===== src/rtl/perpendicular_axis_finder_assert.svh =====
// Assertion macros for the perpendicular axis finder.
`ifndef PERPENDICULAR_AXIS_FINDER_ASSERT_SVH
`define PERPENDICULAR_AXIS_FINDER_ASSERT_SVH
`ifndef SYNTHESIS
`define PAF_ASSERT_IMP(lbl, ante, cons, msg) \
   lbl: assert property (@(posedge clock) disable iff (reset) (ante) |-> (cons)) \
      else $error(msg);
`define PAF_ASSERT_NXT(lbl, ante, cons, msg) \
   lbl: assert property (@(posedge clock) disable iff (reset) (ante) |=> (cons)) \
      else $error(msg);
`else
`define PAF_ASSERT_IMP(lbl, ante, cons, msg)
`define PAF_ASSERT_NXT(lbl, ante, cons, msg)
`endif
`endif


===== src/rtl/paf_pkg.sv =====
package paf_pkg;

   localparam int AXIS_COUNT  = 73;
   localparam int MAX_MATCHES = 16;
   localparam int MAX_ORDER   = 6;
   localparam int TABLE_SIZE  = 73;
   localparam int SCAN_COUNT  = (AXIS_COUNT < TABLE_SIZE) ? AXIS_COUNT : TABLE_SIZE;
   localparam int IDX_W       = (SCAN_COUNT > 1) ? $clog2(SCAN_COUNT) : 1;
   localparam int CNT_W       = $clog2(MAX_MATCHES + 1);
   localparam int ORD_W       = 3;
   // sum entries stay below 2^19 for order up to 6
   localparam int SW          = 20;

   typedef logic [SW-1:0] sval_type;
   typedef sval_type [2:0][2:0] smat_type;

   typedef struct packed {
      logic [2:0] e11, e12, e13, e21, e22, e23, e31, e32, e33;
      logic [2:0] rotation_order;
   } req_type;

   typedef struct packed {
      logic [2:0] axis_x, axis_y, axis_z;
      logic       found, last, overflow;
   } rsp_type;

   typedef struct packed {
      logic full;
      logic empty;
   } queue_stat_type;

   typedef enum logic [1:0] {F_IDLE, F_SUM, F_PUSH} front_state_type;
   typedef enum logic [1:0] {B_IDLE, B_SCAN, B_FLUSH} back_state_type;

   // candidate axis table, x in [8:6], y in [5:3], z in [2:0]
   function automatic logic [8:0] axis_of(input logic [6:0] idx);
      logic [8:0] v;
      case (idx)
         7'd0:  v = {3'sd1, 3'sd0, 3'sd0};
         7'd1:  v = {3'sd0, 3'sd1, 3'sd0};
         7'd2:  v = {3'sd0, 3'sd0, 3'sd1};
         7'd3:  v = {3'sd0, 3'sd1, 3'sd1};
         7'd4:  v = {3'sd1, 3'sd0, 3'sd1};
         7'd5:  v = {3'sd1, 3'sd1, 3'sd0};
         7'd6:  v = {3'sd0, 3'sd1, -3'sd1};
         7'd7:  v = {-3'sd1, 3'sd0, 3'sd1};
         7'd8:  v = {3'sd1, -3'sd1, 3'sd0};
         7'd9:  v = {3'sd1, 3'sd1, 3'sd1};
         7'd10: v = {-3'sd1, 3'sd1, 3'sd1};
         7'd11: v = {3'sd1, -3'sd1, 3'sd1};
         7'd12: v = {3'sd1, 3'sd1, -3'sd1};
         7'd13: v = {3'sd0, 3'sd1, 3'sd2};
         7'd14: v = {3'sd2, 3'sd0, 3'sd1};
         7'd15: v = {3'sd1, 3'sd2, 3'sd0};
         7'd16: v = {3'sd0, 3'sd2, 3'sd1};
         7'd17: v = {3'sd1, 3'sd0, 3'sd2};
         7'd18: v = {3'sd2, 3'sd1, 3'sd0};
         7'd19: v = {3'sd0, -3'sd1, 3'sd2};
         7'd20: v = {3'sd2, 3'sd0, -3'sd1};
         7'd21: v = {-3'sd1, 3'sd2, 3'sd0};
         7'd22: v = {3'sd0, -3'sd2, 3'sd1};
         7'd23: v = {3'sd1, 3'sd0, -3'sd2};
         7'd24: v = {-3'sd2, 3'sd1, 3'sd0};
         7'd25: v = {3'sd2, 3'sd1, 3'sd1};
         7'd26: v = {3'sd1, 3'sd2, 3'sd1};
         7'd27: v = {3'sd1, 3'sd1, 3'sd2};
         7'd28: v = {3'sd2, -3'sd1, -3'sd1};
         7'd29: v = {-3'sd1, 3'sd2, -3'sd1};
         7'd30: v = {-3'sd1, -3'sd1, 3'sd2};
         7'd31: v = {3'sd2, 3'sd1, -3'sd1};
         7'd32: v = {-3'sd1, 3'sd2, 3'sd1};
         7'd33: v = {3'sd1, -3'sd1, 3'sd2};
         7'd34: v = {3'sd2, -3'sd1, 3'sd1};
         7'd35: v = {3'sd1, 3'sd2, -3'sd1};
         7'd36: v = {-3'sd1, 3'sd1, 3'sd2};
         7'd37: v = {3'sd3, 3'sd1, 3'sd2};
         7'd38: v = {3'sd2, 3'sd3, 3'sd1};
         7'd39: v = {3'sd1, 3'sd2, 3'sd3};
         7'd40: v = {3'sd3, 3'sd2, 3'sd1};
         7'd41: v = {3'sd1, 3'sd3, 3'sd2};
         7'd42: v = {3'sd2, 3'sd1, 3'sd3};
         7'd43: v = {3'sd3, -3'sd1, 3'sd2};
         7'd44: v = {3'sd2, 3'sd3, -3'sd1};
         7'd45: v = {-3'sd1, 3'sd2, 3'sd3};
         7'd46: v = {3'sd3, -3'sd2, 3'sd1};
         7'd47: v = {3'sd1, 3'sd3, -3'sd2};
         7'd48: v = {-3'sd2, 3'sd1, 3'sd3};
         7'd49: v = {3'sd3, -3'sd1, -3'sd2};
         7'd50: v = {-3'sd2, 3'sd3, -3'sd1};
         7'd51: v = {-3'sd1, -3'sd2, 3'sd3};
         7'd52: v = {3'sd3, -3'sd2, -3'sd1};
         7'd53: v = {-3'sd1, 3'sd3, -3'sd2};
         7'd54: v = {-3'sd2, -3'sd1, 3'sd3};
         7'd55: v = {3'sd3, 3'sd1, -3'sd2};
         7'd56: v = {-3'sd2, 3'sd3, 3'sd1};
         7'd57: v = {3'sd1, -3'sd2, 3'sd3};
         7'd58: v = {3'sd3, 3'sd2, -3'sd1};
         7'd59: v = {-3'sd1, 3'sd3, 3'sd2};
         7'd60: v = {3'sd2, -3'sd1, 3'sd3};
         7'd61: v = {3'sd1, 3'sd1, 3'sd3};
         7'd62: v = {-3'sd1, 3'sd1, 3'sd3};
         7'd63: v = {3'sd1, -3'sd1, 3'sd3};
         7'd64: v = {-3'sd1, -3'sd1, 3'sd3};
         7'd65: v = {3'sd1, 3'sd3, 3'sd1};
         7'd66: v = {-3'sd1, 3'sd3, 3'sd1};
         7'd67: v = {3'sd1, 3'sd3, -3'sd1};
         7'd68: v = {-3'sd1, 3'sd3, -3'sd1};
         7'd69: v = {3'sd3, 3'sd1, 3'sd1};
         7'd70: v = {3'sd3, 3'sd1, -3'sd1};
         7'd71: v = {3'sd3, -3'sd1, 3'sd1};
         7'd72: v = {3'sd3, -3'sd1, -3'sd1};
         default: v = 9'd0;
      endcase
      return v;
   endfunction

endpackage


===== src/rtl/paf_if.sv =====


interface paf_rsp_if;
   logic              valid;
   logic              ready;
   paf_pkg::rsp_type  data;
   modport source (output valid, output data, input ready);
   modport sink   (input valid, input data, output ready);
endinterface


===== src/rtl/paf_back.sv =====
module paf_back (
   input  logic                    clock,
   input  logic                    reset,
   input  paf_pkg::queue_stat_type q_stat,
   input  paf_pkg::smat_type       q_data,
   output logic                    q_pop,
   paf_rsp_if.source               rsp
);

   paf_pkg::back_state_type   state_ff, state_in;
   paf_pkg::smat_type         s_ff;
   logic [paf_pkg::IDX_W-1:0] idx_ff;
   logic [paf_pkg::CNT_W-1:0] cnt_ff;
   logic                      pend_ff;
   logic [8:0]                pend_axis_ff;
   logic                      rsp_valid_ff;
   paf_pkg::rsp_type          rsp_data_ff;

   logic [8:0] axis;
   logic       match, out_free, at_end, at_limit, stall;
   logic       emit_mid, emit_ovf, emit_end, take;

   assign axis     = paf_pkg::axis_of(7'(idx_ff));
   assign out_free = !rsp_valid_ff || rsp.ready;
   assign at_end   = (32'(idx_ff) == paf_pkg::SCAN_COUNT - 1);
   assign at_limit = (32'(cnt_ff) == paf_pkg::MAX_MATCHES);

   // test S times the candidate axis for zero
   always_comb begin
      logic signed [23:0] dot;
      match = 1'b1;
      for (int i = 0; i < 3; i++) begin
         dot = 24'($signed(s_ff[i][0])) * 24'($signed(axis[8:6]))
             + 24'($signed(s_ff[i][1])) * 24'($signed(axis[5:3]))
             + 24'($signed(s_ff[i][2])) * 24'($signed(axis[2:0]));
         if (dot != 24'sd0) match = 1'b0;
      end
   end

   assign stall = match && pend_ff && !out_free;

   // next state
   always_comb begin
      state_in = state_ff;
      unique case (state_ff)
         paf_pkg::B_IDLE:  if (!q_stat.empty) state_in = paf_pkg::B_SCAN;
         paf_pkg::B_SCAN: begin
            if (!stall) begin
               if (match && at_limit) state_in = paf_pkg::B_IDLE;
               else if (at_end)       state_in = paf_pkg::B_FLUSH;
            end
         end
         paf_pkg::B_FLUSH: if (out_free) state_in = paf_pkg::B_IDLE;
         default:          state_in = paf_pkg::B_IDLE;
      endcase
   end

   // outputs
   always_comb begin
      q_pop    = 1'b0;
      take     = 1'b0;
      emit_mid = 1'b0;
      emit_ovf = 1'b0;
      emit_end = 1'b0;
      unique case (state_ff)
         paf_pkg::B_IDLE: q_pop = !q_stat.empty;
         paf_pkg::B_SCAN: begin
            if (!stall && match) begin
               if (at_limit) begin
                  emit_ovf = 1'b1;
               end else begin
                  emit_mid = pend_ff;
                  take     = 1'b1;
               end
            end
         end
         paf_pkg::B_FLUSH: emit_end = out_free;
         default: ;
      endcase
   end

   always_ff @(posedge clock) begin
      if (reset) begin
         state_ff <= paf_pkg::B_IDLE;
      end else begin
         state_ff <= state_in;
      end
   end

   // scan datapath
   always_ff @(posedge clock) begin
      if (q_pop) begin
         s_ff    <= q_data;
         idx_ff  <= '0;
         cnt_ff  <= '0;
         pend_ff <= 1'b0;
      end else if (state_ff == paf_pkg::B_SCAN && !stall) begin
         idx_ff <= idx_ff + 1'b1;
         if (take) begin
            pend_ff      <= 1'b1;
            pend_axis_ff <= axis;
            cnt_ff       <= cnt_ff + 1'b1;
         end
      end
   end

   // output register
   always_ff @(posedge clock) begin
      if (reset) begin
         rsp_valid_ff <= 1'b0;
      end else if (emit_mid || emit_ovf || emit_end) begin
         rsp_valid_ff <= 1'b1;
      end else if (rsp.ready) begin
         rsp_valid_ff <= 1'b0;
      end
   end

   always_ff @(posedge clock) begin
      if (emit_mid || emit_ovf || emit_end) begin
         rsp_data_ff.axis_x   <= pend_ff ? pend_axis_ff[8:6] : 3'd0;
         rsp_data_ff.axis_y   <= pend_ff ? pend_axis_ff[5:3] : 3'd0;
         rsp_data_ff.axis_z   <= pend_ff ? pend_axis_ff[2:0] : 3'd0;
         rsp_data_ff.found    <= pend_ff;
         rsp_data_ff.last     <= emit_ovf || emit_end;
         rsp_data_ff.overflow <= emit_ovf;
      end
   end

   assign rsp.valid = rsp_valid_ff;
   assign rsp.data  = rsp_data_ff;

endmodule


===== src/flat_wrapper.sv =====
// flat-port wrapper written by rule: the top's interface ports become plain ports
module paf_back_flat 
  (clock, reset, q_stat, q_data, q_pop, rsp_valid, rsp_data, rsp_ready);
  paf_rsp_if rsp_i ();
  input  logic clock;
  input  logic reset;
  input  paf_pkg::queue_stat_type q_stat;
  input  paf_pkg::smat_type q_data;
  output logic q_pop;
  output wire logic [$bits(rsp_i.valid)-1:0] rsp_valid;
  output wire logic [$bits(rsp_i.data)-1:0] rsp_data;
  input wire logic [$bits(rsp_i.ready)-1:0] rsp_ready;
  assign rsp_valid = rsp_i.valid;
  assign rsp_data = rsp_i.data;
  assign rsp_i.ready = rsp_ready;
  paf_back u_core (.clock(clock), .reset(reset), .q_stat(q_stat), .q_data(q_data), .q_pop(q_pop), .rsp(rsp_i));
endmodule

===== config.mk =====
export PLATFORM = sky130hd
export DESIGN_NAME = paf_back_flat
export DESIGN_NICKNAME = d
export VERILOG_FILES = /design/src/rtl/perpendicular_axis_finder_assert.svh /design/src/rtl/paf_pkg.sv /design/src/rtl/paf_if.sv /design/src/rtl/paf_back.sv /design/src/flat_wrapper.sv
export SDC_FILE = /design/constraint.sdc
export NUM_CORES = 1
export LEC_CHECK = 0
export BUFFER_PORTS_ARGS = -buffer_cell sky130_fd_sc_hd__buf_2
export CAP_MARGIN = 20
export CORE_UTILIZATION = 25
export DETAILED_ROUTE_END_ITERATION = 8
export PLACE_DENSITY_LB_ADDON = 0.05
export SYNTH_ARGS = -nofsm -noshare
export SYNTH_HDL_FRONTEND = slang
export SYNTH_SLANG_ARGS = --single-unit

===== constraint.sdc =====
create_clock -name clock -period 13.09 [get_ports clock]
set_clock_uncertainty 0.2 [all_clocks]
set_input_delay 0.6545 -clock clock [delete_from_list [all_inputs] [get_ports clock]]
set_output_delay 0.6545 -clock clock [all_outputs]
set_load 0.05 [all_outputs]

* Word-level counts from Yosys, hierarchy flattened
Memories as Yosys holds them, arrays and structs flattened. A register that Yosys moved wholly into a read port is not among the register bits.
Cells that the tools add are included.
** Storage, ports and cells
- Bits in registers :: 217
- Latch bits :: 0
- RAM bits :: 0
- Bits in read-only memories :: 1152
- Input bits :: 185
- Output and inout bits :: 14
- Word-level logic and storage cells :: 93
- Memories kept :: 1
** Memories
- (name not given) :: words 128, width 9, rd ports 1, clocked after Yosys merged registers in 1, wr ports 0, RTL line paf_pkg.sv:38 : case (idx)
** Operators by class
- Add/subtract/negate cells :: 8
- Multipliers :: 9
- Divide/modulo/power cells :: 0
- Order comparisons :: 0
- Equality and inequality tests :: 8
- Shift operators :: 0
- Multiplexer cells :: 24
- Bitwise logic cells :: 1
- Reduce and logical (&&, ||, !) cells :: 21
** Operators by type and width (count)
- 20-bit by 3-bit multiplier with 23-bit output :: 9
- 24-bit adder :: 6
- 24-bit nonzero test :: 3
- 1-bit two-way mux :: 16
- 7-bit two-way mux :: 2
- 2-bit two-way mux :: 5
- 7-bit by 1-bit adder with 7-bit output (second input constant) :: 1
- 7-bit == test (second input constant) :: 1
- 2-bit one-hot mux with 3 select lines :: 1
- 5-bit by 1-bit adder with 5-bit output (second input constant) :: 1
- 5-bit == test (second input constant) :: 1
- 1-bit logical AND :: 5
- 1-bit logical NOT :: 4
- 1-bit logical OR :: 4
- 2-bit != test (second input constant) :: 2
- 4-bit AND reduction :: 1
- 3-bit by 1-bit != test with 1-bit output (second input constant) :: 1
- 3-bit AND reduction :: 1
- 2-bit by 1-bit == test with 1-bit output (second input constant) :: 1
- 2-bit == test (second input constant) :: 1
- 2-bit logical NOT :: 1
- 2-bit by 1-bit != test with 1-bit output (second input constant) :: 1
- 2-bit AND reduction :: 1
- 2-bit nonzero test :: 1
- 1-bit inverter :: 1

* Depth between registers and ports, before layout
- Depth after elaboration :: 16
- Gate-level depth with buffers :: 48
- Mapped depth without buffers :: 42

* Worst setup path before layout
OpenSTA, ideal clock, no wires.
- Path type :: reg2reg
- Start point :: register u_core.axis[8] (netlist name)
- End point :: register u_core.axis[8] (netlist name)
- Setup time :: 122 ps
- Arrival time :: 9808 ps
- Data required time :: 12768 ps
- Path slack :: 2960 ps
- Stages on the path, launching flop included :: 46
- Buffers on the path :: 5
- Period minus slack after synthesis :: 10130 ps
- Cells stage by stage :: dfxtp_1 -> clkbuf_1 -> clkbuf_1 -> nand2b_1 -> fa_1 -> inv_1 -> fa_1 -> ha_1 -> inv_1 -> fa_1 -> nor2b_1 -> o21ai_0 -> a21oi_1 -> o21ai_0 -> a21oi_1 -> o21ai_0 -> a21oi_1 -> o21ai_0 -> [10 not listed] -> clkbuf_1 -> o221ai_1 -> or4_1 -> nor4_1 -> o2111ai_1 -> nor4b_1 -> nand3_1 -> or4_1 -> buf_4 -> nand3b_2 -> mux2i_1 -> clkbuf_1 -> inv_1 -> ha_1 -> o311ai_2 -> o221ai_2 -> a211oi_1 -> o21ai_1
** On the way
- Word-level cells in the longest chain between the ends :: 13
- Elaborated cells between the ends (all ways) :: 21
- Those cells by class :: add/sub (6); mul (3); mux (5); reduce/logical (7)
** RTL lines
- 20-bit by 3-bit multiplier with 23-bit output :: RTL line paf_back.sv:33 : dot = 24'($signed(s_ff[i][0])) * 24'($signed(axis[8:6]))
- 24-bit adder :: RTL line paf_back.sv:34 : + 24'($signed(s_ff[i][1])) * 24'($signed(axis[5:3]))
- 24-bit adder :: RTL line paf_back.sv:35 : + 24'($signed(s_ff[i][2])) * 24'($signed(axis[2:0]));
- 24-bit nonzero test :: RTL line paf_back.sv:36 : if (dot != 24'sd0) match = 1'b0;
- 1-bit two-way mux (2 in a row) :: RTL line paf_back.sv:36
- 1-bit two-way mux * :: RTL line paf_back.sv:36
- 1-bit logical AND * (2 in a row) :: RTL line paf_back.sv:40 : assign stall = match && pend_ff && !out_free;
- 1-bit logical NOT *
- 1-bit logical AND * :: RTL line paf_back.sv:97 : end else if (state_ff == paf_pkg::B_SCAN && !stall) begin
- 7-bit two-way mux (no line) * (2 in a row)
Mark *: on every way between the ends. The rest lies on a longest branch, timed or not.
A chain may end at the register's enable or synchronous reset.

* Final worst setup path
- Start point :: register u_core.axis[0] (netlist name)
- End point :: register u_core.axis[6] (netlist name)
** On the way
- Word-level cells in the longest chain between the ends :: 12
- Elaborated cells between the ends (all ways) :: 18
- Those cells by class :: add/sub (3); mul (3); mux (5); reduce/logical (7)
** RTL lines (RTL line)
- 20-bit by 3-bit multiplier with 23-bit output :: paf_back.sv:35
- 24-bit adder :: paf_back.sv:35
- 24-bit nonzero test :: paf_back.sv:36
- 1-bit two-way mux (2 in a row) :: paf_back.sv:36
- 1-bit two-way mux * :: paf_back.sv:36
- 1-bit logical AND * (2 in a row) :: paf_back.sv:40
- 1-bit logical NOT *
- 1-bit logical AND * :: paf_back.sv:97
- 7-bit two-way mux (no line) * (2 in a row)
Marks and branches as above.

==> summary.md <==
| Metric | Value |
|---|---|
| TritonRoute pass-1 iters | 5 |
| Setup crit start kind | flop |
| Post-layout net count | 4,661 |
| Syn_nets | 4,376 |
| Number of DRC violations after detailed-routing iteration 0 | 1,145 |
| Mean cell area of the mapped netlist | ~8.9 um2 |
| # Max-Cap Violations | 0 |
| Period Utilization, post-route | 0.897 |
| Number of clock sinks seen by CTS | 226 |
| TritonCTS clock tree | built |
| Post-detailed-placement half-perimeter wirelength | between 70,000 and 80,000 um |
| Switching portion of total power | 0.501 |
| Class of the most critical setup path | flop to flop |
| Distinct cell type count after synthesis | 91 |
| Die boundary width | 354 um |
| Main combinational cell family by area after synthesis | adder cells |
| Clock power frac | 0.181 |
| Number of non-filler instances in the completed layout | 5,429 |
| Io pins | 199 |
| Maximum number of pins on one net before global-route repair | 95 |
| Critical-path cell with the highest stage delay | dfxtp_2 |
| Sequential fraction of the synthesis area | 0.211 |
| Adder-Cell Fraction of Synth Area | 0.345 |
| Total power density per cell area | 147 mW/mm2 |
| Maximum buffer depth of the clock tree | 3 |
| Max-slew headroom at the worst pin | 0.298 |
| Max H-tree Level | 2 |
| Async set-reset flop share out of synthesis | 0 |
| Share of final-layout standard cells stronger than drive strength 1 | 0.0862 |
| Detailed-route wire length per cell | 17.3 um |
| Xor and xnor area share after synthesis | 0.0534 |
| Flip-flop cell with the highest count after synthesis | edfxtp_1 |
| Number of placement rows | 128 |
| Synthesized instance count | 3,492 |
| Die Height | 354 um |
| Post-synth EDFFs | 201 |
| Antenna violations before repair | 1 |
| Final Routed Wirelength | 93,700 um |
| Residual DRC | 0 |
| Cell area after placement | 0.0339 mm2 |
| Dominant cell by count in the synthesized netlist | inv_1 |
| Vias after detailed routing | 24,000 |
| Weighted congestion at the end of routability-driven global placement | 0.830 |
| Vias in the first global route | about 25,000 |
| Worst Max-Slew Pin Slew | 1.05 ns |
| Cell leakage power | roughly 18 nW |
| Maximum clock frequency | 0.0851 GHz |
| Total number of yosys warnings | 0 |
| Share of Yosys cell area claimed by the top area cell type | 0.195 |
| Cts-stage hold buffer count | 124 |
| Sequential group share of total power | 0.173 |
| Number of placed cells counting well taps | 5,242 |
| Tightest Hold Check Type | input pin to flop |
| Wire length of the first global-routing pass | 148,000 um |
| Worst Path Max Fanout | 32 |
| Clock transition time at the flip-flop clock pins of the worst setup and hold paths | 0.06 ns |
| Post-Place Worst Slack | 1.35 ns |
| Post-layout util | 0.297 |
| Final hold viol count | 0 |
| Post-synthesis share of cell area spent on and, or, nand and nor gates | 0.181 |
| Core ar. | 0.122 mm2 |
| Combinational group share of total power | 0.647 |
| Summed instance area of the synthesized netlist | between 0.03 and 0.04 mm2 |
| Syn-to-layout area delta | 17.0% |
| Number of gates resized after cts | 0 |
| Largest area contributor in the synthesized netlist | edfxtp_1 |
| Post-CTS Setup Bufs | 0 |
| Finished Cell Area | around 0.036 mm2 |
| Data required, critical path | approximately 13 ns |
| Final Critical Period | 11.75 ns |
| Crit path largest cell delay | 1.02 ns |
| Status | complete, no violations |
| Buffers & Inverters on Critical Path | 4 |
| Worst IR drop on VDD | 0.0000967 V |
| Overall Global Routing Usage | 0.151 |
| Skew-Pair Late Insertion Delay | 0.60 ns |
| Final TNS setup | 0 ns |
| Cell at the root of the clock tree | clkbuf_16 |
| Final hold slack | 0.0558 ns |
| Cell class contributing the biggest share of worst-path delay | simple AND/OR/NAND/NOR gates |
| Net Sw Power | 2.67 mW |
| Remaining global-route overflow | 0 |
| Worst Setup Slack, final | 1.34 ns |
| Count of state elements after synthesis | 226 |
| Data arrival time of the critical path | 12.03 ns |
| Internal power consumption | 2.66 mW |
| Number of slew-limit violations in the final report | 0 |
| Setup-violating endpoint count in the final report | 0 |
| Critical path capture point type | flop |
| Compound-cell area share of the yosys netlist | 0.120 |
| Unrepaired setup endpoints after global routing | no |
| Number of input and output port buffers inserted | 197 |
| Multiplexer share of the synthesized area | 0.0100 |
| Total of fill cells in the finished design | around 13,000 |
| Most numerous cell types in the synthesized netlist | inv_1 (534), ha_1 (438), nand2_1 (370), fa_1 (261), edfxtp_1 (201) |
| Via density per instance | 4.42 |
| Detail Route Antenna Nets | 0 |
| Pwr Total | around 5.3 mW |
| Num CTS Buffers | 34 |
| Die Area | between 0.1 and 0.15 mm2 |
| Initial Utilization | 0.253 |
| Cell types with the largest area share after synthesis | edfxtp_1 (19%), ha_1 (18%), fa_1 (17%), inv_1 (6.5%), nand2_1 (4.5%) |
[routing by layer]
metal  up-vias  global-route usage  wire length (um)
met5         -                   0                 0
met4         0              0.0323              1700
met3        66              0.0181              2750
met2       298               0.221             38100
met1     11400               0.234             51100
li1      12300                   -                 -
[sequential cells by signal (all words and copies together), names as in the netlist]
| register | flops |
|---|---|
| u_core.rsp.valid | 1 |
| u_core.rsp.data | 12 |
| u_core.pend_ff | 1 |
| u_core.cnt_ff | 5 |
| u_core.idx_ff | 7 |
| u_core.axis | 9 |
| u_core.pend_axis_ff | 9 |
| u_core.s_ff | 180 |
| u_core.state_ff | 2 |
[layout make-up]
class	instances	area, um2	area share
inverter	543	2050	0.0564
clock inverter	22	269	0.00741
tap	1625	2030	0.0560
antenna	1	2.50	0.0000689
timing repair buffer	348	2480	0.0683
clock buffer	40	883	0.0243
multi-input combinational	2624	22000	0.607
sequential	226	6550	0.180
[path summary, 6_finish.rpt]
kind,startpoint,endpoint,slack (ns),depth (start not counted)
hold / removal,q_data[109],u_core.s_ff[109],0.06,1
setup reg to reg,u_core.axis[0],u_core.axis[6],1.34,38
setup / recovery,u_core.axis[0],u_core.axis[6],1.34,38
hold reg to reg,u_core.cnt_ff[4],u_core.cnt_ff[4],0.31,2
[kinds of logic (layout without fill, tap and decap cells)]
kind of cell / after synthesis / in the layout
fa+ha+maj: 699 / 699
buf+inv: 642 / 953
flops: 226 / 226
compound gates: 589 / 589
other cells: 0 / 1
simple gates: 1118 / 1118
xor+xnor: 189 / 189
mux: 29 / 29
[cell usage in the layout (no fill, tap or decap), types with 23 or more instances in the layout]
cell | Yosys | final
buf_2 | 3 | 197
xor2_1 | 74 | 74
fa_1 | 261 | 261
xnor2_1 | 115 | 115
nand2_1 | 370 | 370
nand3_1 | 78 | 78
a21o_1 | 47 | 47
and2_1 | 151 | 151
inv_1 | 534 | 534
buf_4 | 3 | 23
dlygate4sd3_1 | 0 | 124
ha_1 | 438 | 438
a21oi_1 | 187 | 187
clkbuf_16 | 0 | 34
nor2_1 | 163 | 163
o21ai_0 | 143 | 143
nor3_1 | 46 | 46
nand2b_1 | 167 | 167
nor2b_1 | 27 | 27
edfxtp_1 | 201 | 201
[worst reg2reg max path: cells and delay by family (launching register included)]
family,cells,cell delay (ns)
flops,1,1.02
xor+xnor,1,0.14
compound gates,14,2.74
simple gates,10,3.60
buf+inv,4,0.62
fa+ha+maj,6,2.24
mux,3,1.05
[power by group through the flow]
| stage | Combinational, mW | Sequential [mW] | Clock [mW] |
|---|---|---|---|
| final | 3.44 | 0.919 | 0.962 |
| after global routing | 3.89 | 0.930 | 1.04 |
| after CTS | 3.49 | 0.924 | 1.02 |
| after detailed placement | 3.42 | 0.938 | 0 |
| after global placement | 3.47 | 0.940 | 0 |
| after floorplan | 2.38 | 0.871 | 0 |
No activity file was read; power rests on OpenSTA's default activity.
