File: src/rtl/perpendicular_axis_finder_assert.svh
// Assertion macros for the perpendicular axis finder.
`ifndef PERPENDICULAR_AXIS_FINDER_ASSERT_SVH
`define PERPENDICULAR_AXIS_FINDER_ASSERT_SVH
`ifndef SYNTHESIS
`define PAF_ASSERT_IMP(lbl, ante, cons, msg) \
   lbl: assert property (@(posedge clock) disable iff (reset) (ante) |-> (cons)) \
      else $error(msg);
`define PAF_ASSERT_NXT(lbl, ante, cons, msg) \
   lbl: assert property (@(posedge clock) disable iff (reset) (ante) |=> (cons)) \
      else $error(msg);
`else
`define PAF_ASSERT_IMP(lbl, ante, cons, msg)
`define PAF_ASSERT_NXT(lbl, ante, cons, msg)
`endif
`endif

File: src/rtl/paf_pkg.sv
package paf_pkg;

   localparam int AXIS_COUNT  = 73;
   localparam int MAX_MATCHES = 16;
   localparam int MAX_ORDER   = 6;
   localparam int TABLE_SIZE  = 73;
   localparam int SCAN_COUNT  = (AXIS_COUNT < TABLE_SIZE) ? AXIS_COUNT : TABLE_SIZE;
   localparam int IDX_W       = (SCAN_COUNT > 1) ? $clog2(SCAN_COUNT) : 1;
   localparam int CNT_W       = $clog2(MAX_MATCHES + 1);
   localparam int ORD_W       = 3;
   // sum entries stay below 2^19 for order up to 6
   localparam int SW          = 20;

   typedef logic [SW-1:0] sval_type;
   typedef sval_type [2:0][2:0] smat_type;

   typedef struct packed {
      logic [2:0] e11, e12, e13, e21, e22, e23, e31, e32, e33;
      logic [2:0] rotation_order;
   } req_type;

   typedef struct packed {
      logic [2:0] axis_x, axis_y, axis_z;
      logic       found, last, overflow;
   } rsp_type;

   typedef struct packed {
      logic full;
      logic empty;
   } queue_stat_type;

   typedef enum logic [1:0] {F_IDLE, F_SUM, F_PUSH} front_state_type;
   typedef enum logic [1:0] {B_IDLE, B_SCAN, B_FLUSH} back_state_type;

   // candidate axis table, x in [8:6], y in [5:3], z in [2:0]
   function automatic logic [8:0] axis_of(input logic [6:0] idx);
      logic [8:0] v;
      case (idx)
         7'd0:  v = {3'sd1, 3'sd0, 3'sd0};
         7'd1:  v = {3'sd0, 3'sd1, 3'sd0};
         7'd2:  v = {3'sd0, 3'sd0, 3'sd1};
         7'd3:  v = {3'sd0, 3'sd1, 3'sd1};
         7'd4:  v = {3'sd1, 3'sd0, 3'sd1};
         7'd5:  v = {3'sd1, 3'sd1, 3'sd0};
         7'd6:  v = {3'sd0, 3'sd1, -3'sd1};
         7'd7:  v = {-3'sd1, 3'sd0, 3'sd1};
         7'd8:  v = {3'sd1, -3'sd1, 3'sd0};
         7'd9:  v = {3'sd1, 3'sd1, 3'sd1};
         7'd10: v = {-3'sd1, 3'sd1, 3'sd1};
         7'd11: v = {3'sd1, -3'sd1, 3'sd1};
         7'd12: v = {3'sd1, 3'sd1, -3'sd1};
         7'd13: v = {3'sd0, 3'sd1, 3'sd2};
         7'd14: v = {3'sd2, 3'sd0, 3'sd1};
         7'd15: v = {3'sd1, 3'sd2, 3'sd0};
         7'd16: v = {3'sd0, 3'sd2, 3'sd1};
         7'd17: v = {3'sd1, 3'sd0, 3'sd2};
         7'd18: v = {3'sd2, 3'sd1, 3'sd0};
         7'd19: v = {3'sd0, -3'sd1, 3'sd2};
         7'd20: v = {3'sd2, 3'sd0, -3'sd1};
         7'd21: v = {-3'sd1, 3'sd2, 3'sd0};
         7'd22: v = {3'sd0, -3'sd2, 3'sd1};
         7'd23: v = {3'sd1, 3'sd0, -3'sd2};
         7'd24: v = {-3'sd2, 3'sd1, 3'sd0};
         7'd25: v = {3'sd2, 3'sd1, 3'sd1};
         7'd26: v = {3'sd1, 3'sd2, 3'sd1};
         7'd27: v = {3'sd1, 3'sd1, 3'sd2};
         7'd28: v = {3'sd2, -3'sd1, -3'sd1};
         7'd29: v = {-3'sd1, 3'sd2, -3'sd1};
         7'd30: v = {-3'sd1, -3'sd1, 3'sd2};
         7'd31: v = {3'sd2, 3'sd1, -3'sd1};
         7'd32: v = {-3'sd1, 3'sd2, 3'sd1};
         7'd33: v = {3'sd1, -3'sd1, 3'sd2};
         7'd34: v = {3'sd2, -3'sd1, 3'sd1};
         7'd35: v = {3'sd1, 3'sd2, -3'sd1};
         7'd36: v = {-3'sd1, 3'sd1, 3'sd2};
         7'd37: v = {3'sd3, 3'sd1, 3'sd2};
         7'd38: v = {3'sd2, 3'sd3, 3'sd1};
         7'd39: v = {3'sd1, 3'sd2, 3'sd3};
         7'd40: v = {3'sd3, 3'sd2, 3'sd1};
         7'd41: v = {3'sd1, 3'sd3, 3'sd2};
         7'd42: v = {3'sd2, 3'sd1, 3'sd3};
         7'd43: v = {3'sd3, -3'sd1, 3'sd2};
         7'd44: v = {3'sd2, 3'sd3, -3'sd1};
         7'd45: v = {-3'sd1, 3'sd2, 3'sd3};
         7'd46: v = {3'sd3, -3'sd2, 3'sd1};
         7'd47: v = {3'sd1, 3'sd3, -3'sd2};
         7'd48: v = {-3'sd2, 3'sd1, 3'sd3};
         7'd49: v = {3'sd3, -3'sd1, -3'sd2};
         7'd50: v = {-3'sd2, 3'sd3, -3'sd1};
         7'd51: v = {-3'sd1, -3'sd2, 3'sd3};
         7'd52: v = {3'sd3, -3'sd2, -3'sd1};
         7'd53: v = {-3'sd1, 3'sd3, -3'sd2};
         7'd54: v = {-3'sd2, -3'sd1, 3'sd3};
         7'd55: v = {3'sd3, 3'sd1, -3'sd2};
         7'd56: v = {-3'sd2, 3'sd3, 3'sd1};
         7'd57: v = {3'sd1, -3'sd2, 3'sd3};
         7'd58: v = {3'sd3, 3'sd2, -3'sd1};
         7'd59: v = {-3'sd1, 3'sd3, 3'sd2};
         7'd60: v = {3'sd2, -3'sd1, 3'sd3};
         7'd61: v = {3'sd1, 3'sd1, 3'sd3};
         7'd62: v = {-3'sd1, 3'sd1, 3'sd3};
         7'd63: v = {3'sd1, -3'sd1, 3'sd3};
         7'd64: v = {-3'sd1, -3'sd1, 3'sd3};
         7'd65: v = {3'sd1, 3'sd3, 3'sd1};
         7'd66: v = {-3'sd1, 3'sd3, 3'sd1};
         7'd67: v = {3'sd1, 3'sd3, -3'sd1};
         7'd68: v = {-3'sd1, 3'sd3, -3'sd1};
         7'd69: v = {3'sd3, 3'sd1, 3'sd1};
         7'd70: v = {3'sd3, 3'sd1, -3'sd1};
         7'd71: v = {3'sd3, -3'sd1, 3'sd1};
         7'd72: v = {3'sd3, -3'sd1, -3'sd1};
         default: v = 9'd0;
      endcase
      return v;
   endfunction

endpackage

File: src/rtl/paf_queue.sv
module paf_queue (
   input  logic                    clock,
   input  logic                    reset,
   input  logic                    push,
   input  paf_pkg::smat_type       push_data,
   input  logic                    pop,
   output paf_pkg::smat_type       pop_data,
   output paf_pkg::queue_stat_type stat
);

   paf_pkg::smat_type mem_ff [2];
   logic              wr_ff, rd_ff;
   logic [1:0]        cnt_ff;

   assign stat.full  = (cnt_ff == 2'd2);
   assign stat.empty = (cnt_ff == 2'd0);
   assign pop_data   = mem_ff[rd_ff];

   // store on push
   always_ff @(posedge clock) begin
      if (push) begin
         mem_ff[wr_ff] <= push_data;
      end
   end

   // advance pointers and fill count
   always_ff @(posedge clock) begin
      if (reset) begin
         wr_ff  <= 1'b0;
         rd_ff  <= 1'b0;
         cnt_ff <= 2'd0;
      end else begin
         if (push) wr_ff <= !wr_ff;
         if (pop)  rd_ff <= !rd_ff;
         cnt_ff <= cnt_ff + 2'(push) - 2'(pop);
      end
   end

endmodule

File: config.mk
export PLATFORM = sky130hd
export DESIGN_NAME = paf_queue
export DESIGN_NICKNAME = d
export VERILOG_FILES = /design/src/rtl/perpendicular_axis_finder_assert.svh /design/src/rtl/paf_pkg.sv /design/src/rtl/paf_queue.sv
export SDC_FILE = /design/constraint.sdc
export NUM_CORES = 1
export LEC_CHECK = 0
export ABC_AREA = 1
export BUFFER_PORTS_ARGS = -buffer_cell sky130_fd_sc_hd__buf_4
export CAP_MARGIN = 20
export CELL_PAD_IN_SITES_DETAIL_PLACEMENT = 0
export CELL_PAD_IN_SITES_GLOBAL_PLACEMENT = 1
export CORE_MARGIN = 2
export CORE_UTILIZATION = 35
export CTS_BUF_LIST = sky130_fd_sc_hd__clkbuf_8
export DETAILED_ROUTE_END_ITERATION = 10
export GPL_ROUTABILITY_DRIVEN = 0
export PLACE_DENSITY = 0.64
export SLEW_MARGIN = 20
export SYNTH_ARGS = -nofsm -noshare
export SYNTH_HDL_FRONTEND = slang
export SYNTH_SLANG_ARGS = --single-unit
export TNS_END_PERCENT = 100
File: constraint.sdc
create_clock -name clock -period 24.6 [get_ports clock]
set_input_delay 2.46 -clock clock [delete_from_list [all_inputs] [get_ports clock]]
set_output_delay 2.46 -clock clock [all_outputs]
set_load 0.02 [all_outputs]
[Yosys cells after proc, flatten, opt, wreduce, memory -nomap -nowiden]
Memory sizes are Yosys's and may differ from the RTL's. A register that Yosys moved wholly into a read port is not among the register bits.
Index checks and enable logic that the tools add are counted.
Storage, ports and cells
  register bits after elaboration: 4
  RAM bits: 360
  input port bits: 184
  output and inout port bits: 182
  word-level logic and storage cells: 14
  memories: 1
Operators by class
  add/sub/neg operators: 2
  equal/unequal tests: 1
  mux-type cells: 4
  reduce and logical (&&, ||, !) cells: 3
Memory list
  mem_ff: words 2, width 180, read ports 1, clocked after Yosys merged registers in 1, wr ports 1, RTL line paf_queue.sv:11  | paf_pkg::smat_type mem_ff [2];
Operators by type and width (count)
  $mux W1: 4
  $add A2 B1 Y2: 1
  $eq A2 B2 Y1 const B: 1
  $logic_not A1 Y1: 2
  $logic_not A2 Y1: 1
  $sub A2 B1 Y2: 1

[Logic depth before layout (Yosys ltp)]
Gate-level depths: netlist of the first run.
  depth after elaboration: 3
  gate-level depth with buffers: 7
  mapped depth without buffers: 7

[Worst setup path after synthesis of the first run]
OpenSTA, ideal clock, no wires.
  kind: in2reg
  start: input push
  end: memory mem_ff[0][0] (netlist name), enable pin
  setup time: 0.728 ns
  arrival: 10.023 ns
  data required time: 23.872 ns
  slack: 13.849 ns
  stages: 2
  buffers on the path: 0
  path through: inv_1 -> nor2_1
Between the ends
  cells in the longest elaborated chain, start to end: 2
Ends and longest elaborated chain
  from (decl): RTL line paf_queue.sv:4  | input logic push,
  $mux W1: RTL line paf_queue.sv:21  | if (push) begin
  $mux W1 (not written as such): RTL line paf_queue.sv:22  | mem_ff[wr_ff] <= push_data;
  to (decl): RTL line paf_queue.sv:11
No other way between the ends.

==> results of run 1 <==
-- synthesized netlist by cell type --
cell / number / area, um2
a21oi_1: 1 / 5.00
buf_2: 8 / 40.0
buf_6: 12 / 135
dfxtp_1: 5 / 100
edfxtp_1: 360 / 10800
ha_1: 2 / 25.0
inv_1: 8 / 30.0
mux2_2: 80 / 901
mux2_4: 100 / 1500
nand2_1: 4 / 15.0
nand3_1: 1 / 5.00
nor2_1: 8 / 30.0
nor3_1: 1 / 5.00
xnor2_1: 1 / 8.76
-- kinds of logic (layout without fill, tap and decap cells) --
| family | Yosys count | in the layout | share of synthesized area [%] |
|---|---|---|---|
| buffers and inverters | 28 | 490 | 1.51 |
| XOR/XNOR | 1 | 1 | 0.0644 |
| flip-flops | 365 | 365 | 80.2 |
| multiplexers | 180 | 180 | 17.6 |
| AO/OA/AOI/OAI | 1 | 1 | 0.0367 |
| AND/OR/NAND/NOR | 14 | 14 | 0.404 |
| adder cells (fa/ha/maj) | 2 | 2 | 0.184 |
-- area by class of cell --
type	count	area, um2	share of cell area [%]
clock inverter	48	218	1.21
timing repair buffer	373	2820	15.7
tap	518	648	3.60
multi-input combinational	198	2500	13.9
clock buffer	61	840	4.67
sequential	365	10900	60.7
inverter	8	35.0	0.195
-- sequential cells by signal (all words and copies together) (netlist names), named ones only --
name / cells
cnt_ff: 2
mem_ff: 360
rd_ff: 1
wr_ff: 1
-- report_power, final --
group	leakage [nW]	internal (mW)	switching (mW)
sequential	3.42	0.721	0.0117
clock	0.615	0.239	0.230
combinational	2.93	0.100	0.101
-- worst paths after layout --
check	endpoint	cells after the start
worst min register to register	rd_ff$_SDFFE_PP0P_	2
worst max register to register	mem_ff[0][84]$_DFFE_PP_	3
worst min-delay path	rd_ff$_SDFFE_PP0P_	2
worst max-delay path	pop_data[74]	3
-- worst reg2reg max path: cells and delay by family (launching register included) --
kind	cells	cell delay [ns]
buffers and inverters	2	1.47
flip-flops	1	0.34
AND/OR/NAND/NOR	1	0.53
-- cell usage in the layout (no fill, tap or decap), drive strengths merged --
cell and instances:
buf 373, edfxtp 360, mux2 180, clkbuf 61
clkinv 29, inv 26, nor2 8, dfxtp 5
nand2 4, ha 2, xnor2 1, nor3 1
a21oi 1, nand3 1, bufinv 1
-- routing by layer --
metal / share of wire (%) / track usage (%) / wire length [um] / vias to the layer above
met3: 8.1 / 5.31 / 2330 / 66
met5: 0.16 / 0 / 47 / -
met1: 39 / 16.3 / 11400 / 3384
met2: 49 / 23.1 / 14300 / 246
li1: - / - / - / 3179
met4: 3.1 / 6.07 / 893 / 6
-- metrics by stage --
step	total power, mW	hold WS (ns)	cells
after global placement	0.948	0.490	1461
after floorplan	0.866	0.480	591
after global routing	1.47	0.555	1571
final	1.40	0.514	1571
after detailed placement	0.950	0.504	1461
after CTS	1.43	0.520	1570
==> reports/summary.txt, run 1 <==
Outcome = complete, no violations
Peak supply drop = 0.0486 mV
Leak pwr = 6.97 nW
Seq cells post-synth = 365
Final Setup Violations = 0
Final #Nets = 1192
Chip Width = 201 um
Critical-path cell list = buf_4 -> mux2_2 -> buf_4
Largest net degree at the start of global routing = 78
Measured slew at the worst slew-check pin = 1.11 ns
Post-layout min period = 5.69 ns
Count of antenna diodes in the layout = 0
Most frequent cell on the critical path = buf_4
Mapped Nets = 777
Sequential element share of the synthesized area = 80.2%
Mapped cell area = 13600 um2
RSZ-0062 raised after global routing = false
Number of clock sinks = 365
Post_cts resized = 0
Fin crit share = 23.1%
Reg2Reg Setup Slack = 21.85 ns
Place WS = 19.43 ns
YS warnings = 0
Antenna violations before repair = 3
Worst-path fanout max = 71
WP data required = 22.14 ns
First-pass GRT wire length = 43000 um
GRT overflow = 0
Max Buffers Root-to-Sink = 3
Filler cell count = 3382
Setup crit end kind = output port
Pwr per Cell Area = 78.1 nW/um2
Crit path max-delay family = buffers and inverters
WS Path Type = flip-flop to output port
DP HPWL = 18500 um
Core ar. = 38600 um2
Share of layout cells above drive strength 1 = 59.5%
Worst-path clk slew = 0.05 ns
# hold bufs at CTS = 0
Post-layout util = 46.6%
Max Fclk = 176 MHz
Initial DRC Count = 285
Tot GR Track Use = 14.0%
RR Startpoint = wr_ff$_SDFFE_PP0P_
Clock Latency Late Sink = 0.62 ns
Clock Skews = 0.0175 ns
Routed Antenna Nets = 0
Cell count after synthesis = 591
Cell Rows = 72
Post-Layout Inst Area = 18000 um2
Vias in the first global route = 7240
Synth-to-Final Area Change = 32.1%
Smallest setup slack after layout = 18.91 ns
Post-Route WL = 29000 um
Wire per inst = 18.4 um
IO buf count = 365
Worst Hold Class = flip-flop to flip-flop
CTS Buf Count = 60
Fin. Hold Viols = 0
Area after DPL = 16900 um2
Post-CTS Setup Repair Bufs = 0
Setup TNS Final = 0 ns
Die H = 201 um
CTS HTree Levels = 2
Final slew viol count = 0
Max cap viols = 0
Post-synth cell types = 14
Worst min-delay path startpoint = rd_ff$_SDFFE_PP0P_
1st-pass router iterations = 6
Starting density of the core = 35.3%
Slew headroom = 26.3%
Critical Path Source Type = flip-flop
CTS tree = built
# IOs = 366
Crit-path max cell delay = 1.01 ns
Vias per cell = 4.38
CTS Root Cell = clkbuf_8
Critical Path AT = 3.23 ns
CP max stage cell = dfxtp_4
Vias post-DR = 6881
Synth Area per Inst = 23.0 um2
Worst path bufs/invs = 2
Die area = 40500 um2
Drt drc = 0
(Power assumes the default switching activity.)
==> inputs of run 2 (changes only) <==
clock period = 5.43 ns   (was 24.6 ns; I/O delays follow)
==> reports/summary.txt, run 2 (synthesized netlist as in run 1, its figures left out) <==
Outcome = complete, no violations (unchanged)
1st-pass router iterations = 4 (was 6)
Peak supply drop = 0.282 mV (was 0.0486 mV)
Post_cts resized = 0 (unchanged)
Hold_ws = 0.0986 ns (was 0.514 ns)
Hold Path Sink = mem_ff[1][166]$_DFFE_PP_ (was rd_ff$_SDFFE_PP0P_)
Post-layout util = 46.7% (was 46.6%)
Setup TNS Final = 0 ns (unchanged)
Tot GR Track Use = 13.8% (was 14.0%)
Vias post-DR = 6882 (was 6881)
Pwr per Cell Area = 354 nW/um2 (was 78.1 nW/um2)
Die area = 40500 um2 (unchanged)
Max FFs per register = 360 (unchanged)
Max Fclk = 340 MHz
Share of layout cells above drive strength 1 = 59.5% (about the same)
Clock Skews = 0.0177 ns (was 0.0175 ns)
Most common cell after layout, fill and taps aside = buf_4 (unchanged)
Fin crit share = 54.1%
Max Buffers Root-to-Sink = 3 (unchanged)
Worst min-delay path startpoint = push_data[166] (was rd_ff$_SDFFE_PP0P_)
Area after DPL = 16900 um2 (about the same)
WS Path Type = flip-flop to output port (unchanged)
CTS tree = built (unchanged)
CTS HTree Levels = 2 (unchanged)
DP HPWL = 18100 um (was 18500 um)
Filler cell count = 3387 (was 3382)
Fin. Hold Viols = 0 (unchanged)
Number of clock sinks = 365 (unchanged)
WP data required = 4.89 ns (was 22.14 ns)
Place WS = 2.94 ns (was 19.43 ns)
Count of antenna diodes in the layout = 0 (unchanged)
Post-layout min period = 2.94 ns
First-pass GRT wire length = 42500 um (was 43000 um)
R2R depth = 3 (unchanged)
Die H = 201 um (unchanged)
Max cap viols = 0 (unchanged)
# IOs = 366 (unchanged)
Final Setup Violations = 0 (unchanged)
Post-Layout Inst Area = 18000 um2 (about the same)
Largest net degree at the start of global routing = 106 (was 78)
Initial DRC Count = 274 (was 285)
Critical Path Source Type = flip-flop (unchanged)
CTS Root Cell = clkbuf_8 (unchanged)
Worst-path clk slew = 0.06 ns (was 0.05 ns)
Crit-path max cell delay = 0.60 ns (was 1.01 ns)
Crit path depth = 3 (unchanged)
Final #Nets = 1190 (was 1192)
Measured slew at the worst slew-check pin = 0.794 ns (was 1.11 ns)
Vias in the first global route = 7264 (was 7240)
Smallest setup slack after layout = 2.49 ns (was 18.91 ns)
CP max stage cell = dfxtp_4 (unchanged)
Crit path max-delay family = buffers and inverters (unchanged)
Synth-to-Final Area Change = 32.4% (was 32.1%)
Largest regs = mem_ff x360, cnt_ff x2 (unchanged)
Leak pwr = 6.99 nW (was 6.97 nW)
Vias per cell = 4.40 (was 4.38)
Setup crit end kind = output port (unchanged)
Reg2Reg Setup Slack = 3.71 ns (was 21.85 ns)
Top reg by flops = mem_ff (unchanged)
Worst-path fanout max = 78 (was 71)
Critical Path AT = 2.40 ns (was 3.23 ns)
Slew headroom = 47.1% (was 26.3%)
RR Startpoint = wr_ff$_SDFFE_PP0P_ (unchanged)
Antenna violations before repair = 2 (was 3)
Hold depth = 1 (was 2)
Wire per inst = 18.2 um (was 18.4 um)
Clock Latency Late Sink = 0.62 ns (about the same)
IO buf count = 365 (unchanged)
Cell Rows = 72 (unchanged)
GRT overflow = 0 (unchanged)
CTS Buf Count = 60 (unchanged)
Drt drc = 0 (unchanged)
RR Endpoint = mem_ff[1][128]$_DFFE_PP_ (was mem_ff[0][84]$_DFFE_PP_)
Final slew viol count = 0 (unchanged)
Post-Route WL = 28500 um (was 29000 um)
Post-CTS Setup Repair Bufs = 0 (unchanged)
Worst path bufs/invs = 2 (unchanged)
Core ar. = 38600 um2 (unchanged)
Chip Width = 201 um (unchanged)
# hold bufs at CTS = 0 (unchanged)
Starting density of the core = 35.3% (unchanged)
Routed Antenna Nets = 0 (unchanged)
Critical-path cell list = buf_12 -> mux2_4 -> buf_4 (was buf_4 -> mux2_2 -> buf_4)
Worst Hold Class = input pin to flip-flop (was flip-flop to flip-flop)
RSZ-0062 raised after global routing = false (unchanged)
Most frequent cells in the layout = 365 x buf_4, 360 x edfxtp_1, 100 x mux2_4 (was 372 x buf_4, 360 x edfxtp_1, 100 x mux2_4)
run 2: final cells by class:
| type | count | area, um2 | area share [%] |
|---|---|---|---|
| flip-flops and latches | 365 | 10900 | 60.6 |
| inverters | 8 | 35.0 | 0.194 |
| well taps | 518 | 648 | 3.60 |
| multi-input cells | 198 | 2500 | 13.9 |
| clock buffers | 61 | 840 | 4.66 |
| repair buffers | 371 | 2860 | 15.9 |
| clock inverters | 44 | 225 | 1.25 |
run 2: metrics by stage:
stage | std cells | total power, mW
4_1_cts | 1564 | 6.50
5_1_grt | 1565 | 6.67
2_1_floorplan | 591 | 3.91
3_5_place_dp | 1459 | 4.31
6_report | 1565 | 6.38
3_3_place_gp | 1459 | 4.30
run 2: report_power, final:
| part | internal, mW | switching (mW) | total, mW | leakage [nW] |
|---|---|---|---|---|
| logic | 0.456 | 0.471 | 0.927 | 2.94 |
| clock network | 1.12 | 1.02 | 2.14 | 0.633 |
| registers | 3.27 | 0.0392 | 3.31 | 3.42 |
| total | 4.85 | 1.53 | 6.38 | 6.99 |
run 2: worst max-delay path by stage:
stage / to / slack, ns
after global placement: mem_ff[1][105]$_DFFE_PP_ / 2.92
final: pop_data[160] / 2.49
after CTS: pop_data[69] / 2.41
after global routing: pop_data[167] / 2.38
after detailed placement: mem_ff[1][125]$_DFFE_PP_ / 2.94
after floorplan: mem_ff[1][0]$_DFFE_PP_ / 0.81
run 2: layer usage:
metal  track usage (%)  part of all wire [%]  up-vias
met1              16.0                    39     3382
met4              6.43                   3.2        4
met2              22.3                    48      255
met5                 0                 0.088        -
met3              5.85                   9.0       69
li1                  -                     -     3172
==> inputs of run 3 (changes only) <==
PLACE_DENSITY = 0.67   (was 0.64)
clock period = 2.4 ns   (was 5.43 ns; I/O delays follow)
==> reports/summary.txt, run 3 (synthesized netlist as in run 1, its figures left out) <==
Post-layout min period = 2.26 ns
Post-Route WL = 30000 um (was 28500 um)
Critical Path Source Type = flip-flop (unchanged)
Die H = 201 um (unchanged)
WP data required = 2.16 ns (was 4.89 ns)
Worst Hold Class = input pin to flip-flop (unchanged)
Routed Antenna Nets = 0 (unchanged)
Max Buffers Root-to-Sink = 3 (unchanged)
Synth-to-Final Area Change = 47.0% (was 32.4%)
Most common cell after layout, fill and taps aside = buf_4 (unchanged)
1st-pass router iterations = 5 (was 4)
Crit-path max cell delay = 0.43 ns (was 0.60 ns)
Slew headroom = 69.7% (was 47.1%)
Setup TNS Final = 0 ns (unchanged)
CTS Root Cell = clkbuf_8 (unchanged)
Filler cell count = 3216 (was 3387)
Largest net degree at the start of global routing = 76 (was 106)
Clock Latency Late Sink = 0.63 ns (was 0.62 ns)
Max Fclk = 442 MHz
Post_cts resized = 0 (unchanged)
Area after DPL = 17100 um2 (was 16900 um2)
Final #Nets = 1392 (was 1190)
Share of layout cells above drive strength 1 = 51.5% (was 59.5%)
Worst-path fanout max = 27 (was 78)
Setup crit end kind = output port (unchanged)
IO buf count = 365 (unchanged)
Final Setup Violations = 0 (unchanged)
Measured slew at the worst slew-check pin = 0.454 ns (was 0.794 ns)
Post-Layout Inst Area = 20000 um2 (was 18000 um2)
Final slew viol count = 0 (unchanged)
Fin crit share = 94.3%
CP max stage cell = dfxtp_4 (unchanged)
Vias post-DR = 7660 (was 6882)
Chip Width = 201 um (unchanged)
First-pass GRT wire length = 45500 um (was 42500 um)
Largest regs = mem_ff x360, cnt_ff x2 (unchanged)
Core ar. = 38600 um2 (unchanged)
Number of clock sinks = 365 (unchanged)
Most frequent cell on the critical path = buf_12
Pwr per Cell Area = 734 nW/um2 (was 354 nW/um2)
Peak supply drop = 0.521 mV (was 0.282 mV)
Max FFs per register = 360 (unchanged)
Die area = 40500 um2 (unchanged)
CTS HTree Levels = 2 (unchanged)
Critical-path cell list = buf_12 -> buf_12 -> mux2_4 -> buf_4 (was buf_12 -> mux2_4 -> buf_4)
Critical Path AT = 2.02 ns (was 2.40 ns)
Starting density of the core = 35.3% (unchanged)
CTS Buf Count = 60 (unchanged)
Wire per inst = 16.9 um (was 18.2 um)
Tot GR Track Use = 14.5% (was 13.8%)
Max cap viols = 0 (unchanged)
Top reg by flops = mem_ff (unchanged)
Clock Skews = 0.0203 ns (was 0.0177 ns)
Drt drc = 0 (unchanged)
GRT overflow = 0 (unchanged)
Worst-path clk slew = 0.06 ns (about the same)
DP HPWL = 19100 um (was 18100 um)
CTS tree = built (unchanged)
Vias per cell = 4.33 (was 4.40)
Initial DRC Count = 254 (was 274)
Area of the multi-input gates = 2510 um2 (was 2500 um2)
# IOs = 366 (unchanged)
Fin. Hold Viols = 0 (unchanged)
WS Path Type = flip-flop to output port (unchanged)
Antenna violations before repair = 2 (unchanged)
Most frequent cells in the layout = 382 x buf_4, 360 x edfxtp_1, 184 x dlygate4sd3_1 (was 365 x buf_4, 360 x edfxtp_1, 100 x mux2_4)
FF/Latch Area = 10900 um2 (about the same)
Outcome = complete, no violations (unchanged)
Cell Rows = 72 (unchanged)
RSZ-0062 raised after global routing = false (unchanged)
Leak pwr = 7.83 nW (was 6.99 nW)
Vias in the first global route = 8302 (was 7264)
-- run 3: power breakdown --
part	switching [mW]	leakage [nW]	total, mW	internal (mW)
Clock	2.35	0.613	4.80	2.45
Sequential	0.0833	3.42	7.48	7.39
Combinational	1.15	3.80	2.41	1.27
-- run 3: timing repair --
action                                 CTS  global route
endpoints found under the hold margin  365             0
hold buffers                           184             0
buffers inserted                         3             0
setup endpoints to repair              108             0
-- run 3: cell type report --
cell class	instances	share of cell area [%]
antenna	2	0.0250
clock buffer	61	4.20
clock inverter	46	1.07
inverter	8	0.169
multi-input combinational	198	12.5
sequential	365	54.5
tap	518	3.24
timing repair buffer	573	24.2
-- run 3: worst paths after layout --
kind / slack [ns] / from / end / depth (start not counted)
setup reg to reg: 0.92 / wr_ff$_SDFFE_PP0P_ / mem_ff[1][158]$_DFFE_PP_ / 3
setup / recovery: 0.14 / flip-flop / pop_data[162] / 4
hold / removal: 0.33 / push_data[52] / mem_ff[0][52]$_DFFE_PP_ / 2
hold reg to reg: 0.52 / rd_ff$_SDFFE_PP0P_ / rd_ff$_SDFFE_PP0P_ / 2
-- run 3: worst max-delay path: cells and delay by family, from the launching register on --
family,cells,cell delay (ns)
mux,1,0.32
buf+inv,3,0.62
flops,1,0.43
-- run 3: per-layer routing --
layer	vias up	global-route usage (%)	share of wire [%]
met5	-	0	0
met4	0	6.41	3.3
met3	68	5.09	7.2
met2	271	24.1	49
met1	3737	17.0	41
li1	3584	-	-
-- run 3: stage by stage --
step	util (%)	power (mW)	hold WS (ns)	setup slack (ns)	cells
after floorplan	-	8.83	0.311	-1.07	591
after global placement	44.3	9.75	0.425	0.676	1475
after detailed placement	44.3	9.78	0.428	0.655	1475
after CTS	51.9	14.9	0.254	0.0383	1769
after global routing	51.9	15.3	0.274	0.0178	1771
final	51.9	14.7	0.327	0.138	1771
